[src/design/p2m_pkg.sv]
// ----------------------------------------------------------------------------
// Point to Morton code package
// Shared types and constants for the point to Morton code encoder.
// ----------------------------------------------------------------------------
package p2m_pkg;

    localparam int AXES  = 3;
    localparam int MIN_W = 32;
    localparam int EXT_W = 31;
    localparam int APB_W = 32;
    localparam int ADDR_W = 3;

    localparam logic [MIN_W-1:0] MIN_RESET    = 32'd0;
    localparam logic [EXT_W-1:0] EXTENT_RESET = 31'd65536;

    // Register indexes, taken from byte address bit 2.
    localparam logic REG_MIN    = 1'b0;
    localparam logic REG_EXTENT = 1'b1;

    typedef struct packed {
        logic            last;
        logic            clamped;
        logic [AXES-1:0] force_max;
    } ctl_t;

endpackage

[src/design/p2m_front.sv]
// ----------------------------------------------------------------------------
// Point to Morton code front stage
// Offsets each coordinate, detects points outside the cube and registers the
// starting remainder of each division.
// ----------------------------------------------------------------------------
module p2m_front #(
    parameter int COORD_WIDTH = 32
) (
    input  logic                                              aclk,
    input  logic                                              aresetn,
    input  logic                                              in_valid,
    output logic                                              in_ready,
    input  logic signed [COORD_WIDTH-1:0]                     in_x_coord,
    input  logic signed [COORD_WIDTH-1:0]                     in_y_coord,
    input  logic signed [COORD_WIDTH-1:0]                     in_z_coord,
    input  logic                                              in_last,
    input  logic [p2m_pkg::MIN_W-1:0]                         min_coordinate,
    input  logic [p2m_pkg::EXT_W-1:0]                         cube_extent,
    output logic                                              out_valid,
    input  logic                                              out_ready,
    output p2m_pkg::ctl_t                                     out_ctl,
    output logic [p2m_pkg::AXES-1:0][p2m_pkg::EXT_W-1:0]      out_rem
);

    localparam int CMP_W = (COORD_WIDTH > p2m_pkg::EXT_W) ? COORD_WIDTH : p2m_pkg::EXT_W;

    logic                                         valid_reg;
    p2m_pkg::ctl_t                                ctl_reg;
    p2m_pkg::ctl_t                                ctl_next;
    logic [p2m_pkg::AXES-1:0][p2m_pkg::EXT_W-1:0] rem_reg;
    logic [p2m_pkg::AXES-1:0][p2m_pkg::EXT_W-1:0] rem_next;

    logic [p2m_pkg::AXES-1:0][COORD_WIDTH-1:0]    coords;
    logic [COORD_WIDTH-1:0]                       sign_bit;
    logic [COORD_WIDTH-1:0]                       min_biased;
    logic [p2m_pkg::AXES-1:0][COORD_WIDTH:0]      diff;
    logic [p2m_pkg::AXES-1:0][CMP_W-1:0]          span;
    logic [CMP_W-1:0]                             extent_cmp;
    logic [p2m_pkg::AXES-1:0]                     below;
    logic [p2m_pkg::AXES-1:0]                     above;

    assign coords     = {in_z_coord, in_y_coord, in_x_coord};
    assign sign_bit   = {1'b1, {(COORD_WIDTH-1){1'b0}}};
    assign min_biased = COORD_WIDTH'(min_coordinate) ^ sign_bit;
    assign extent_cmp = CMP_W'(cube_extent);

    // Offset binary keeps the order, so a plain unsigned subtract gives the distance.
    always_comb begin
        for (int a = 0; a < p2m_pkg::AXES; a++) begin
            diff[a]     = {1'b0, coords[a] ^ sign_bit} - {1'b0, min_biased};
            span[a]     = CMP_W'(diff[a][COORD_WIDTH-1:0]);
            below[a]    = diff[a][COORD_WIDTH];
            above[a]    = !below[a] && (span[a] >= extent_cmp);
            rem_next[a] = (below[a] || above[a]) ? '0 : span[a][p2m_pkg::EXT_W-1:0];
        end
        ctl_next.last      = in_last;
        ctl_next.clamped   = |(below | above);
        ctl_next.force_max = above;
    end

    assign in_ready = !valid_reg || out_ready;

    always_ff @(posedge aclk) begin
        if (!aresetn) begin
            valid_reg <= 1'b0;
        end else if (in_ready) begin
            valid_reg <= in_valid;
        end
    end

    always_ff @(posedge aclk) begin
        if (in_valid && in_ready) begin
            ctl_reg <= ctl_next;
            rem_reg <= rem_next;
        end
    end

    assign out_valid = valid_reg;
    assign out_ctl   = ctl_reg;
    assign out_rem   = rem_reg;

endmodule

[src/design/p2m_cell.sv]
// ----------------------------------------------------------------------------
// Point to Morton code division cell
// One restoring division step for all three axes, producing one quotient bit
// per axis and handing the remainder to the next cell.
// ----------------------------------------------------------------------------
module p2m_cell #(
    parameter int LEVEL_BITS = 10
) (
    input  logic                                              aclk,
    input  logic                                              aresetn,
    input  logic [p2m_pkg::EXT_W-1:0]                         cube_extent,
    input  logic                                              in_valid,
    output logic                                              in_ready,
    input  p2m_pkg::ctl_t                                     in_ctl,
    input  logic [p2m_pkg::AXES-1:0][p2m_pkg::EXT_W-1:0]      in_rem,
    input  logic [p2m_pkg::AXES-1:0][LEVEL_BITS-1:0]          in_quo,
    output logic                                              out_valid,
    input  logic                                              out_ready,
    output p2m_pkg::ctl_t                                     out_ctl,
    output logic [p2m_pkg::AXES-1:0][p2m_pkg::EXT_W-1:0]      out_rem,
    output logic [p2m_pkg::AXES-1:0][LEVEL_BITS-1:0]          out_quo
);

    logic                                         valid_reg;
    p2m_pkg::ctl_t                                ctl_reg;
    logic [p2m_pkg::AXES-1:0][p2m_pkg::EXT_W-1:0] rem_reg;
    logic [p2m_pkg::AXES-1:0][p2m_pkg::EXT_W-1:0] rem_next;
    logic [p2m_pkg::AXES-1:0][LEVEL_BITS-1:0]     quo_reg;
    logic [p2m_pkg::AXES-1:0][LEVEL_BITS-1:0]     quo_next;

    logic [p2m_pkg::AXES-1:0][p2m_pkg::EXT_W:0]   doubled;
    logic [p2m_pkg::AXES-1:0][p2m_pkg::EXT_W:0]   reduced;
    logic [p2m_pkg::AXES-1:0][LEVEL_BITS:0]       quo_shift;
    logic [p2m_pkg::AXES-1:0]                     fits;
    logic [p2m_pkg::EXT_W:0]                      divisor;

    assign divisor = {1'b0, cube_extent};

    // The remainder stays below the extent, so the doubled value fits one extra bit.
    always_comb begin
        for (int a = 0; a < p2m_pkg::AXES; a++) begin
            doubled[a]   = {in_rem[a], 1'b0};
            reduced[a]   = doubled[a] - divisor;
            fits[a]      = doubled[a] >= divisor;
            rem_next[a]  = fits[a] ? reduced[a][p2m_pkg::EXT_W-1:0]
                                   : doubled[a][p2m_pkg::EXT_W-1:0];
            quo_shift[a] = {in_quo[a], fits[a]};
            quo_next[a]  = quo_shift[a][LEVEL_BITS-1:0];
        end
    end

    assign in_ready = !valid_reg || out_ready;

    always_ff @(posedge aclk) begin
        if (!aresetn) begin
            valid_reg <= 1'b0;
        end else if (in_ready) begin
            valid_reg <= in_valid;
        end
    end

    always_ff @(posedge aclk) begin
        if (in_valid && in_ready) begin
            ctl_reg <= in_ctl;
            rem_reg <= rem_next;
            quo_reg <= quo_next;
        end
    end

    assign out_valid = valid_reg;
    assign out_ctl   = ctl_reg;
    assign out_rem   = rem_reg;
    assign out_quo   = quo_reg;

endmodule

[src/design/p2m_pack.sv]
// ----------------------------------------------------------------------------
// Point to Morton code output stage
// Applies saturation, interleaves the three quantised axes and holds the
// result beat until it is taken.
// ----------------------------------------------------------------------------
module p2m_pack #(
    parameter int LEVEL_BITS = 10
) (
    input  logic                                     aclk,
    input  logic                                     aresetn,
    input  logic                                     in_valid,
    output logic                                     in_ready,
    input  p2m_pkg::ctl_t                            in_ctl,
    input  logic [p2m_pkg::AXES-1:0][LEVEL_BITS-1:0] in_quo,
    output logic                                     out_valid,
    input  logic                                     out_ready,
    output logic [p2m_pkg::AXES*LEVEL_BITS-1:0]      out_morton_code,
    output logic                                     out_clamped,
    output logic                                     out_last_point
);

    logic                                     valid_reg;
    logic [p2m_pkg::AXES*LEVEL_BITS-1:0]      code_reg;
    logic [p2m_pkg::AXES*LEVEL_BITS-1:0]      code_next;
    logic                                     clamped_reg;
    logic                                     last_reg;
    logic [p2m_pkg::AXES-1:0][LEVEL_BITS-1:0] level;

    always_comb begin
        for (int a = 0; a < p2m_pkg::AXES; a++) begin
            level[a] = in_quo[a] | {LEVEL_BITS{in_ctl.force_max[a]}};
        end
        for (int k = 0; k < LEVEL_BITS; k++) begin
            for (int a = 0; a < p2m_pkg::AXES; a++) begin
                code_next[p2m_pkg::AXES*k + a] = level[a][k];
            end
        end
    end

    assign in_ready = !valid_reg || out_ready;

    always_ff @(posedge aclk) begin
        if (!aresetn) begin
            valid_reg <= 1'b0;
        end else if (in_ready) begin
            valid_reg <= in_valid;
        end
    end

    always_ff @(posedge aclk) begin
        if (in_valid && in_ready) begin
            code_reg    <= code_next;
            clamped_reg <= in_ctl.clamped;
            last_reg    <= in_ctl.last;
        end
    end

    assign out_valid       = valid_reg;
    assign out_morton_code = code_reg;
    assign out_clamped     = clamped_reg;
    assign out_last_point  = last_reg;

endmodule

[src/design/point_to_morton_code_top.sv]
// ----------------------------------------------------------------------------
// Point to Morton code encoder
// Quantises a 3D point into the bounding cube and interleaves the axes into
// a Morton code, using a row of division cells, one per level bit.
// ----------------------------------------------------------------------------
// Each beat is registered in turn by the front stage, every division cell and the output stage.
// Throughput: one beat per cycle while the output is not stalled; each division cell yields one quotient bit.
// A stalled output holds the row, and every stage keeps its beat until it moves.
// Reset clears all stage valids, sets min_coordinate to 0 and cube_extent to 65536.
module point_to_morton_code_top #(
    parameter int LEVEL_BITS  = 10,
    parameter int COORD_WIDTH = 32
) (
    input  logic                               aclk,
    input  logic                               aresetn,
    input  logic                               psel,
    input  logic                               penable,
    input  logic                               pwrite,
    input  logic [p2m_pkg::ADDR_W-1:0]         paddr,
    input  logic [p2m_pkg::APB_W-1:0]          pwdata,
    output logic [p2m_pkg::APB_W-1:0]          prdata,
    output logic                               pready,
    input  logic                               s_valid,
    output logic                               s_ready,
    input  logic signed [COORD_WIDTH-1:0]      s_x_coord,
    input  logic signed [COORD_WIDTH-1:0]      s_y_coord,
    input  logic signed [COORD_WIDTH-1:0]      s_z_coord,
    input  logic                               s_last_point_in,
    output logic                               m_valid,
    input  logic                               m_ready,
    output logic [3*LEVEL_BITS-1:0]            m_morton_code,
    output logic                               m_clamped,
    output logic                               m_last_point_out
);

    logic [p2m_pkg::MIN_W-1:0] min_reg;
    logic [p2m_pkg::EXT_W-1:0] extent_reg;
    logic                      cfg_write;

    logic          chain_valid [LEVEL_BITS+1];
    logic          chain_ready [LEVEL_BITS+1];
    p2m_pkg::ctl_t chain_ctl   [LEVEL_BITS+1];
    logic [p2m_pkg::AXES-1:0][p2m_pkg::EXT_W-1:0] chain_rem [LEVEL_BITS+1];
    logic [p2m_pkg::AXES-1:0][LEVEL_BITS-1:0]     chain_quo [LEVEL_BITS+1];

    assign pready    = 1'b1;
    assign cfg_write = psel && penable && pwrite && pready;

    always_ff @(posedge aclk) begin
        if (!aresetn) begin
            min_reg    <= p2m_pkg::MIN_RESET;
            extent_reg <= p2m_pkg::EXTENT_RESET;
        end else if (cfg_write) begin
            case (paddr[2])
                p2m_pkg::REG_MIN:    min_reg    <= pwdata;
                p2m_pkg::REG_EXTENT: extent_reg <= pwdata[p2m_pkg::EXT_W-1:0];
                default: begin
                end
            endcase
        end
    end

    always_comb begin
        case (paddr[2])
            p2m_pkg::REG_MIN:    prdata = min_reg;
            p2m_pkg::REG_EXTENT: prdata = {1'b0, extent_reg};
            default:             prdata = '0;
        endcase
    end

    p2m_front #(
        .COORD_WIDTH (COORD_WIDTH)
    ) u_front (
        .aclk           (aclk),
        .aresetn        (aresetn),
        .in_valid       (s_valid),
        .in_ready       (s_ready),
        .in_x_coord     (s_x_coord),
        .in_y_coord     (s_y_coord),
        .in_z_coord     (s_z_coord),
        .in_last        (s_last_point_in),
        .min_coordinate (min_reg),
        .cube_extent    (extent_reg),
        .out_valid      (chain_valid[0]),
        .out_ready      (chain_ready[0]),
        .out_ctl        (chain_ctl[0]),
        .out_rem        (chain_rem[0])
    );

    assign chain_quo[0] = '0;

    for (genvar i = 0; i < LEVEL_BITS; i++) begin : g_cell
        p2m_cell #(
            .LEVEL_BITS (LEVEL_BITS)
        ) u_cell (
            .aclk        (aclk),
            .aresetn     (aresetn),
            .cube_extent (extent_reg),
            .in_valid    (chain_valid[i]),
            .in_ready    (chain_ready[i]),
            .in_ctl      (chain_ctl[i]),
            .in_rem      (chain_rem[i]),
            .in_quo      (chain_quo[i]),
            .out_valid   (chain_valid[i+1]),
            .out_ready   (chain_ready[i+1]),
            .out_ctl     (chain_ctl[i+1]),
            .out_rem     (chain_rem[i+1]),
            .out_quo     (chain_quo[i+1])
        );
    end

    p2m_pack #(
        .LEVEL_BITS (LEVEL_BITS)
    ) u_pack (
        .aclk            (aclk),
        .aresetn         (aresetn),
        .in_valid        (chain_valid[LEVEL_BITS]),
        .in_ready        (chain_ready[LEVEL_BITS]),
        .in_ctl          (chain_ctl[LEVEL_BITS]),
        .in_quo          (chain_quo[LEVEL_BITS]),
        .out_valid       (m_valid),
        .out_ready       (m_ready),
        .out_morton_code (m_morton_code),
        .out_clamped     (m_clamped),
        .out_last_point  (m_last_point_out)
    );

endmodule

[config.mk]
export PLATFORM = sky130hd
export DESIGN_NAME = point_to_morton_code_top
export DESIGN_NICKNAME = d
export VERILOG_FILES = /design/src/design/p2m_pkg.sv /design/src/design/p2m_front.sv /design/src/design/p2m_cell.sv /design/src/design/p2m_pack.sv /design/src/design/point_to_morton_code_top.sv
export SDC_FILE = /design/constraint.sdc
export NUM_CORES = 2
export LEC_CHECK = 0
export BUFFER_PORTS_ARGS = -buffer_cell sky130_fd_sc_hd__buf_4
export CAP_MARGIN = 20
export CELL_PAD_IN_SITES_DETAIL_PLACEMENT = 0
export CELL_PAD_IN_SITES_GLOBAL_PLACEMENT = 1
export CORE_ASPECT_RATIO = 1.4
export CORE_UTILIZATION = 47
export DETAILED_ROUTE_END_ITERATION = 12
export PLACE_DENSITY = 0.79
export SETUP_SLACK_MARGIN = 0.5
export SLEW_MARGIN = 10
export SYNTH_ARGS = -nofsm -noshare
export SYNTH_HDL_FRONTEND = slang
export SYNTH_HIERARCHICAL = 1
export SYNTH_SLANG_ARGS = --single-unit
[constraint.sdc]
create_clock -name aclk -period 5.1 [get_ports aclk]
set_input_delay 0.255 -clock aclk [delete_from_list [all_inputs] [get_ports aclk]]
set_output_delay 0.255 -clock aclk [all_outputs]
set_load 0.005 [all_outputs]
==> results.ini <==
[synth]
syn_nets = 12000
syn_area_mm2 = 0.104
syn-mean-instance-area_um2 = 9.70
ys_warn_count = 6
synth_cells = 10700

[hold_path]
hold_path_class = primary input to flop
min_to = u_front/out_rem[83]
holdPathStages = 3
worstHoldStart = s_z_coord[21]

[grt]
antenna_found_initial = 11
grt_pass1_vias = 91200
grt_pass1_wl_um = 570000
grt_start_max_net_pins = 91
grt.total_usage_pct = 34.9
gr-total-overflow = 0

[worst_setup_path]
reg2reg_from = min_reg[0]
crit_family = compound AO/OA/AOI/OAI gates
arrival_ps = 5950
cpMostUsedCell = buf_6
path_max_fanout = 7
crit_required_ps = 5640
end_kind = flop
reg2reg_slack_ps = -310
reg2regPathDepth = 25
r2r_end = u_front/out_rem[65]
max_stage_delay_ps = 450
path_class = flop to flop
cpMaxStageDelayCell = a221o_2
cp-start-kind = flop
cp.buffers_inverters = 7

[finish]
nets = 12600
syn2layout_area_growth_pct = 14.8
fill_cells = 19300
post-route-util_pct = 54.4
multi_input_area_mm2 = 0.0639
final_area_mm2 = 0.119
instances_no_fill = 14300
largest_register_ffs = 837
seq_area_mm2 = 0.0370
drive_above_1_share_pct = 18.2

[sta]
hold_violations = 0
max_clock_freq_mhz = 185
slew_headroom_pct = 19.2
skew_ps = 64.6
worst_slew_pin_slew_ps = 1210
final.setup.worst_slack_ps = -310
period_share_pct = 106
slew_viol_final = 0
hold_ws_ps = 81.1
min_period_ps = 5410
rsz0062_at_grt = true
setup_violations = 76

[cts]
clk_path_buf_depth = 4
clk_pin_slew_worst_paths_ps = 60
clock_latency_ps = 840
htreeDepth = 4
numClockSinks = 1257
cts_made_buffers = 154
cts_tree = yes
cts-root-buf = clkbuf_16

[detailed_routing]
ant_nets = 0
post_drt_wl_per_cell_um = 27.7
num_vias = 87700
firstDrtPassIters = 8
viasPerCell = 6.11
drc = 0
drt_wl_total_um = 398000
drtIter0Drc = 4812

[pwr]
powerDensity_mw_per_mm2 = 246
peakVddDrop_mv = 0.367
totalPowerFinal_uw = 29300
power.leakage_uw = 0.0453

[status]
status = complete, but fails checks
violations = setup timing

[placed_design]
gp_congestion = 1.10
place_area_mm2 = 0.112
place.port_buffers = 202
place_hpwl_um = 326000
dp.cells = 14000

[floorplan]
fp.dieArea_mm2 = 0.223
row_count = 203
die-width_um = 399
core_mm2 = 0.219
initial_core_util_pct = 47.4
ios = 206
die_h_um = 558

[flow_run]
maxCapViolCount = 0

==> how the worst max path moves through the flow <==
stage	start	endpoint	slack [ps]	cells past startpoint
after global placement	s_y_coord[0]	u_front/out_ctl[3]	-810	24
after detailed placement	s_y_coord[0]	u_front/out_rem[61]	-750	24
after floorplan	min_reg[1]	u_front/out_ctl[3]	400	22
after CTS	min_reg[0]	u_front/out_rem[52]	-420	24
after global routing	min_reg[1]	u_front/out_rem[52]	-440	25
final	min_reg[0]	u_front/out_rem[65]	-310	25
==> cell type report <==
type                            instances  share of cell area (%)
Multi-Input combinational cell       8431                    53.6
Tap cell                             2870                    3.01
Clock inverter                         91                   0.739
Inverter                              636                    2.01
Antenna cell                           10                  0.0210
Sequential cell                      1257                    31.0
Clock buffer                          180                    3.38
Timing Repair Buffer                  867                    6.24
==> stage by stage <==
stage / setup slack (ps) / TNS [ps]
6_report: -310 / -15790
5_1_grt: -444 / -25950
4_1_cts: -423 / -16800
3_5_place_dp: -747 / -34630
3_3_place_gp: -810 / -33000
2_1_floorplan: 399 / 0
==> power by group <==
group	internal, uW	total (uW)	leakage (uW)	switching [uW]
Sequential	11600	11800	0.0114	160
Clock	6390	11000	0.00238	4600
Combinational	2790	6550	0.0316	3760
Total	20800	29300	0.0453	8520
==> layer usage <==
metal | track usage, % | part of all wire, %
met1 | 27.0 | 29
met2 | 68.4 | 54
met3 | 4.53 | 3.4
met4 | 39.5 | 14
met5 | 0 | 0.0028
==> placed cells by master (no fill, tap or decap), types with 37 or more instances in the layout <==
cell / instances
nand4_1: 184
nand3_1: 253
and2_1: 86
o21ai_0: 492
o31ai_1: 41
or2_2: 37
o21ai_1: 49
edfxtp_1: 1182
a221oi_1: 39
and3_1: 92
inv_1: 631
a211oi_1: 85
a21boi_0: 40
clkbuf_16: 160
buf_4: 733
xnor2_1: 496
dfxtp_1: 70
a31o_2: 58
mux2_2: 670
xor2_1: 260
a21oi_1: 964
nand2b_1: 72
mux2i_1: 84
o21bai_1: 122
o31a_1: 63
a31oi_1: 72
dlygate4sd3_1: 54
nand2_1: 588
nor2_1: 897
o211ai_1: 46
o21a_1: 127
buf_12: 48
ha_1: 1105
nor3_1: 139
nor2b_1: 113
a21o_1: 408
==> worst register-to-register path: stages (launching register included) <==
cell	delay (ps)
dfxtp_2	350
buf_4	110
buf_6	80
buf_6	100
ha_4	120
inv_2	30
fa_2	330
a21o_1	190
a311oi_2	300
nor2_2	90
a221o_2	460
a31oi_2	150
buf_4	160
o21ai_4	70
mux2_4	230
o2111ai_4	130
ha_4	290
nand4_1	260
nor4_2	400
o31a_2	380
a2111oi_4	100
a41oi_4	250
nor4b_4	90
buf_6	160
buf_12	150
and3_1	190
==> repair_timing <==
item / 4_1_cts / 5_1_grt
gates resized for setup: 101 / 108
endpoints found under the setup margin: 102 / 315
pin swaps: 46 / 66
hold buffers: 54 / 0
buffers inserted: 18 / 24
endpoints found under the hold margin: 94 / 0
cloned: 3 / 2
(Power assumes the default switching activity.)
